File: config.mk
export PLATFORM = sky130hd
export DESIGN_NAME = q4k_ctrl
export DESIGN_NICKNAME = d
export VERILOG_FILES = /design/src/rtl/q4k_pkg.sv /design/src/rtl/q4k_ctrl.sv
export SDC_FILE = /design/constraint.sdc
export NUM_CORES = 1
export LEC_CHECK = 0
export ABC_AREA = 1
export BUFFER_PORTS_ARGS = -buffer_cell sky130_fd_sc_hd__buf_2
export CORE_AREA = 5 5 42 44
export CTS_BUF_LIST = sky130_fd_sc_hd__clkbuf_2
export CTS_CLUSTER_DIAMETER = 50
export DETAILED_ROUTE_END_ITERATION = 8
export DIE_AREA = 0 0 47 49
export SYNTH_ARGS = -nofsm -noshare
export SYNTH_HDL_FRONTEND = slang
export SYNTH_SLANG_ARGS = --single-unit
File: constraint.sdc
create_clock -name clk -period 0.9 [get_ports clk]
set_input_delay 0.18 -clock clk [delete_from_list [all_inputs] [get_ports clk]]
set_output_delay 0.18 -clock clk [all_outputs]
set_load 0.01 [all_outputs]
File: src/rtl/q4k_pkg.sv
// shared types, fp32 arithmetic helpers and constants for the q4k row dot unit
// depends on nothing; used by q4k_ctrl, q4k_datapath and the top level
package q4k_pkg;

    localparam int unsigned InBits   = 480;
    localparam int unsigned DotBits  = 17;
    localparam logic [31:0] Fp32Qnan = 32'h7FC0_0000;

    // one-hot step commands from the controller to the datapath
    typedef struct packed {
        logic load;
        logic dot;
        logic mul1;
        logic mul2;
        logic sub;
        logic acc;
    } cmd_t;

    // status back to the controller
    typedef struct packed {
        logic last;
        logic out_busy;
    } stat_t;

    function automatic logic [5:0] lzc50(input logic [49:0] m);
        logic [5:0] n;
        logic       found;
        n     = 6'd50;
        found = 1'b0;
        for (int i = 49; i >= 0; i--)
        begin
            if (!found && m[i])
            begin
                n     = 6'(49 - i);
                found = 1'b1;
            end
        end
        return n;
    endfunction

    // value = m * 2^(ex - 127 - 48); round to nearest even, keep subnormals
    function automatic logic [31:0] fp_round(input logic sgn, input logic signed [11:0] ex,
                                             input logic [49:0] m);
        logic [5:0]         lz;
        logic signed [11:0] e;
        logic [49:0]        mn;
        logic [11:0]        sh;
        logic               sticky;
        logic [24:0]        sig;
        logic               rnd;
        logic [7:0]         ef;
        if (m == 50'd0)
        begin
            return {sgn, 31'd0};
        end
        lz = lzc50(m);
        mn = m << lz;
        e  = ex + 12'sd1 - $signed({6'd0, lz});
        if (e < 12'sd1)
        begin
            sh = 12'(12'sd1 - e);
            if (sh > 12'd49)
            begin
                sticky = |mn;
                mn     = {49'd0, sticky};
            end
            else
            begin
                sticky = |(mn & ((50'd1 << sh) - 50'd1));
                mn     = (mn >> sh) | {49'd0, sticky};
            end
            e = 12'sd1;
        end
        sig = {1'b0, mn[49:26]};
        rnd = mn[25] & ((|mn[24:0]) | mn[26]);
        sig = sig + {24'd0, rnd};
        if (sig[24])
        begin
            sig = sig >> 1;
            e   = e + 12'sd1;
        end
        if (e >= 12'sd255)
        begin
            return {sgn, 8'hFF, 23'd0};
        end
        ef = sig[23] ? e[7:0] : 8'd0;
        return {sgn, ef, sig[22:0]};
    endfunction

    function automatic logic [31:0] fp_mul(input logic [31:0] a, input logic [31:0] b);
        logic               s;
        logic               nan_a, nan_b, inf_a, inf_b, zero_a, zero_b;
        logic [7:0]         xa, xb;
        logic [23:0]        ma, mb;
        logic [47:0]        p;
        logic signed [11:0] ex;
        s      = a[31] ^ b[31];
        nan_a  = (a[30:23] == 8'hFF) && (a[22:0] != 23'd0);
        nan_b  = (b[30:23] == 8'hFF) && (b[22:0] != 23'd0);
        inf_a  = (a[30:23] == 8'hFF) && (a[22:0] == 23'd0);
        inf_b  = (b[30:23] == 8'hFF) && (b[22:0] == 23'd0);
        zero_a = a[30:0] == 31'd0;
        zero_b = b[30:0] == 31'd0;
        if (nan_a || nan_b || (inf_a && zero_b) || (inf_b && zero_a))
        begin
            return Fp32Qnan;
        end
        if (inf_a || inf_b)
        begin
            return {s, 8'hFF, 23'd0};
        end
        xa = (a[30:23] == 8'd0) ? 8'd1 : a[30:23];
        xb = (b[30:23] == 8'd0) ? 8'd1 : b[30:23];
        ma = {a[30:23] != 8'd0, a[22:0]};
        mb = {b[30:23] != 8'd0, b[22:0]};
        p  = ma * mb;
        ex = $signed({4'd0, xa}) + $signed({4'd0, xb}) - 12'sd127;
        return fp_round(s, ex, {p, 2'b00});
    endfunction

    function automatic logic [31:0] fp_add(input logic [31:0] a, input logic [31:0] b);
        logic        nan_a, nan_b, inf_a, inf_b;
        logic [31:0] big, sml;
        logic [7:0]  xbig, xsml, d;
        logic [49:0] mbig, msml, msh, sum;
        logic        sticky;
        nan_a = (a[30:23] == 8'hFF) && (a[22:0] != 23'd0);
        nan_b = (b[30:23] == 8'hFF) && (b[22:0] != 23'd0);
        inf_a = (a[30:23] == 8'hFF) && (a[22:0] == 23'd0);
        inf_b = (b[30:23] == 8'hFF) && (b[22:0] == 23'd0);
        if (nan_a || nan_b || (inf_a && inf_b && (a[31] != b[31])))
        begin
            return Fp32Qnan;
        end
        if (inf_a)
        begin
            return a;
        end
        if (inf_b)
        begin
            return b;
        end
        big  = (a[30:0] >= b[30:0]) ? a : b;
        sml  = (a[30:0] >= b[30:0]) ? b : a;
        xbig = (big[30:23] == 8'd0) ? 8'd1 : big[30:23];
        xsml = (sml[30:23] == 8'd0) ? 8'd1 : sml[30:23];
        mbig = {1'b0, big[30:23] != 8'd0, big[22:0], 25'd0};
        msml = {1'b0, sml[30:23] != 8'd0, sml[22:0], 25'd0};
        d    = xbig - xsml;
        if (d > 8'd49)
        begin
            msh = {49'd0, |msml};
        end
        else
        begin
            sticky = |(msml & ((50'd1 << d) - 50'd1));
            msh    = (msml >> d) | {49'd0, sticky};
        end
        sum = (big[31] == sml[31]) ? (mbig + msh) : (mbig - msh);
        if (sum == 50'd0)
        begin
            return {a[31] & b[31], 31'd0};
        end
        return fp_round(big[31], $signed({4'd0, xbig}), sum);
    endfunction

    function automatic logic [31:0] fp_sub(input logic [31:0] a, input logic [31:0] b);
        return fp_add(a, {~b[31], b[30:0]});
    endfunction

    // small integer to fp32, always exact
    function automatic logic [31:0] int_to_fp(input logic signed [DotBits-1:0] v);
        logic [DotBits-1:0] mag;
        mag = v[DotBits-1] ? (~v + 1'b1) : v;
        return fp_round(v[DotBits-1], 12'sd175, {{(50-DotBits){1'b0}}, mag});
    endfunction

    function automatic logic [31:0] half_to_fp(input logic [15:0] h);
        if (h[14:10] == 5'h1F)
        begin
            return {h[15], 8'hFF, h[9:0], 13'd0};
        end
        if (h[14:10] == 5'd0)
        begin
            return fp_round(h[15], 12'sd151, {40'd0, h[9:0]});
        end
        return fp_round(h[15], $signed({7'd0, h[14:10]}) + 12'sd150, {39'd0, 1'b1, h[9:0]});
    endfunction

endpackage

File: src/rtl/q4k_ctrl.sv
// step sequencer for the q4k row dot unit
// depends on q4k_pkg (cmd_t, stat_t)
module q4k_ctrl (
    input  logic           clk,
    input  logic           rst_n,
    input  logic           in_valid,
    output logic           in_ready,
    input  q4k_pkg::stat_t stat,
    output q4k_pkg::cmd_t  cmd
);

    localparam logic [2:0] S_IDLE = 3'd0;
    localparam logic [2:0] S_DOT  = 3'd1;
    localparam logic [2:0] S_MUL1 = 3'd2;
    localparam logic [2:0] S_MUL2 = 3'd3;
    localparam logic [2:0] S_SUB  = 3'd4;
    localparam logic [2:0] S_ACC  = 3'd5;

    logic [2:0] state_reg;
    logic [2:0] state_next;
    logic       acc_go;

    assign in_ready = state_reg == S_IDLE;
    // hold the accumulate while a row total would overwrite an untaken word
    assign acc_go   = (state_reg == S_ACC) && !(stat.last && stat.out_busy);

    always_comb
    begin
        cmd.load = (state_reg == S_IDLE) && in_valid;
        cmd.dot  = state_reg == S_DOT;
        cmd.mul1 = state_reg == S_MUL1;
        cmd.mul2 = state_reg == S_MUL2;
        cmd.sub  = state_reg == S_SUB;
        cmd.acc  = acc_go;
    end

    always_comb
    begin
        state_next = state_reg;
        unique case (state_reg)
            S_IDLE:  state_next = in_valid ? S_DOT : S_IDLE;
            S_DOT:   state_next = S_MUL1;
            S_MUL1:  state_next = S_MUL2;
            S_MUL2:  state_next = S_SUB;
            S_SUB:   state_next = S_ACC;
            S_ACC:   state_next = acc_go ? S_IDLE : S_ACC;
            default: state_next = S_IDLE;
        endcase
    end

    always_ff @(posedge clk or negedge rst_n)
    begin
        if (!rst_n)
        begin
            state_reg <= S_IDLE;
        end
        else
        begin
            state_reg <= state_next;
        end
    end

    a_cmd_onehot: assert property (@(posedge clk) disable iff (!rst_n)
        $onehot0({cmd.load, cmd.dot, cmd.mul1, cmd.mul2, cmd.sub, cmd.acc}))
        else $error("more than one step command");
    a_load_dot: assert property (@(posedge clk) disable iff (!rst_n)
        cmd.load |=> cmd.dot)
        else $error("load not followed by dot step");
    a_sub_acc: assert property (@(posedge clk) disable iff (!rst_n)
        cmd.sub |=> (state_reg == S_ACC))
        else $error("subtract not followed by accumulate");
    a_acc_idle: assert property (@(posedge clk) disable iff (!rst_n)
        cmd.acc |=> in_ready)
        else $error("accumulate did not return to idle");

endmodule

==> metrics.md <==
| Metric | Value |
|---|---|
| Max-Cap Viols | 0 |
| Worst Path Required | 0.72 ns |
| Remaining Overflow, GRT | 0 |
| Register bit total from synthesis | 3 |
| Net Switching | 0.4563 mW |
| DRT Pass-1 Iters | 1 |
| Initial cell density of the core | 12.50% |
| CTS Sinks | 3 |
| Power density over cell area | 3330 nW/um2 |
| Tot Pwr | 1.042 mW |
| Fin cells | 61 |
| RePlAce Congestion | 0.6357 |
| R2R Path End | state_reg[1] |
| Seq/Total Area, Yosys | 42.86% |
| GRT Overall Usage | 4.940% |
| Leak Pwr | 0.1891 nW |
| Die X | 47 um |
| HPWL Detailed | 378.8 um |
| Final Hold Viols | 0 |
| Min cycle time layout | 1.198 ns |
| Failing checks | setup timing |
| ANT nets after route | 0 |
| FILL cells | 170 |
| Part of the power in the clock network | 18.3% |
| Reg2Reg Setup Slack | 0.01 ns |
| Fin crit share | 133.2% |
| # DRC | 0 |
| CP arrival | 1.02 ns |
| Drt wl/cell | 8.115 um |
| Crit path kind | flop to primary output |
| Actual slew at the worst max-slew pin | 0.1188 ns |
| Status | finished with violations |
| Pint | 0.5855 mW |
| Worst hold slack | 0.2946 ns |
| Largest net degree at the start of global routing | 7 |
| Cells after Synth | 27 |
| H-tree depth | 1 |
| Total CTS buffers | 3 |
| Unrepaired setup endpoints after global routing | true |
| Synth Net Count | 32 |
| Initial drt markers | 0 |
| Max FFs per register | 3 |
| Worst vdd rail ir drop | 0.8507 mV |
| Root Driver | clkbuf_2 |
| Standard-cell rows | 14 |
| ANT cells | 0 |
| DP Cell Count | 56 |
| Final Worst Setup Slack | -0.2985 ns |
| Core Box Area | 1401 um2 |
| Final wirelength | 495 um |
| Vias per cell | 3.344 |
| Vias in the first global route | 185 |
| F_max | 834.4 MHz |
| HP Class | input port to asynchronous set/reset pin |
| Setup crit start kind | flop |
| Syn avg cell area | 6.488 um2 |
| DR vias | 204 |
| Die area | 2303 um2 |
| First-pass GRT wire length | 703 um |
| Mapped Area | 175.2 um2 |
| Final Max Slew Viols | 0 |
| Io pins | 12 |
| Die height | 49 um |
| Clock tree buffer depth | 2 |
| Crit path max fanout | 5 |
| Initial antenna violation count | 0 |
| Comb power frac | 53.9% |
| Proportion of layout cells with a drive suffix above 1 | 60.00% |
| Depth of the most critical reg-to-reg path | 4 |
| Clk_skew | 0.006153 ns |
| Commonest non-fill, non-tap cell in the layout | buf_2 |
| Number of I/O port buffers | 11 |
| Nets | 51 |
| Commonest cells after routing, fill and taps aside | buf_2, inv_1, nor2_1, nand2_1, clkbuf_2 |
| Reg2Reg Launch Point | state_reg[0] |
| Worst-skew pair later-pin latency | 0.21 ns |
| Setup crit end kind | primary output |
| Post-synth cell types | 7 |
| CTS tree | built |
| # setup viols final | 7 |
| Yosys warnings | 0 |
| Part of the power in registers | 27.8% |
| Clock transition at the registers of the reported paths | 0.05 ns |
| Rel. slew slack | 91.99% |
| Area delta synth->final | 78.57% |
| Switching share of power | 43.80% |
==> logic make-up after synthesis <==
family	synth area share, %
buf+inv	17.14
compound gates	5.715
simple gates	34.29
flops	42.86
==> worst max-delay path by stage <==
stage                             from  endpoint  slack [ns]  cells past startpoint
after global routing      state_reg[1]    cmd[0]       -0.38                      4
final                     state_reg[0]    cmd[5]       -0.30                      4
after floorplan           state_reg[1]    cmd[0]       -0.06                      4
after CTS                 state_reg[0]    cmd[5]       -0.31                      4
after detailed placement  state_reg[1]    cmd[0]       -0.11                      4
after global placement    state_reg[1]    cmd[0]       -0.11                      4
==> metrics by stage <==
stage / util (%) / setup WS (ns) / cell area, um2 / setup TNS [ns]
floorplan: - / -0.05648 / 175.2 / -0.08676
global placement: 18.93 / -0.1067 / 265.3 / -0.5479
detailed placement: 18.93 / -0.1145 / 265.3 / -0.5972
CTS: 22.50 / -0.3129 / 315.3 / -2.167
global route: 22.32 / -0.3796 / 312.8 / -2.678
finish: 22.32 / -0.2985 / 312.8 / -1.913
==> cells in the mapped netlist <==
cell | number | area (um2)
nor2_1 | 7 | 26.28
buf_4 | 1 | 7.510
nand2_1 | 5 | 18.77
nand3_1 | 3 | 15.01
o21ai_0 | 2 | 10.01
dfrtp_1 | 3 | 75.07
inv_1 | 6 | 22.52
==> metal layers <==
layer	up-vias	wire length (um)	track usage, %	part of all wire, %
met4	0	22	8.295	4.4
met2	9	208	4.977	42
met1	78	212	4.867	43
met5	-	0	0	0
met3	2	51	2.952	10
li1	115	-	-	-
==> critical path, stage by stage (launching register included) <==
cell     delay (ns)
dfrtp_2        0.44
nor2_2         0.11
nand3_1        0.08
inv_1          0.05
buf_2          0.12
==> repair_timing <==
item                                    4_1_cts  5_1_grt
pin swaps                                     3        1
buffers inserted                              1        0
gates cloned                                  0        0
hold buffers                                  1        0
hold endpoints to repair                      3        0
endpoints found under the setup margin        8        9
gates resized for setup                       5        5
==> layout make-up <==
type / instances / area, um2 / area share (%)
inverters: 6 / 22.52 / 7.200
well taps: 16 / 20.02 / 6.400
clock buffers: 4 / 20.02 / 6.400
multi-input cells: 17 / 85.08 / 27.20
repair buffers: 15 / 87.58 / 28.00
flip-flops and latches: 3 / 77.57 / 24.80
==> power groups by stage <==
stage / Combinational, mW / Sequential (mW) / Clock (mW)
floorplan: 0.288 / 0.247 / 0
global placement: 0.507 / 0.264 / 0
detailed placement: 0.515 / 0.264 / 0
CTS: 0.575 / 0.274 / 0.202
global route: 0.639 / 0.299 / 0.221
finish: 0.561 / 0.290 / 0.191
No activity file was read; power rests on OpenSTA's default activity.
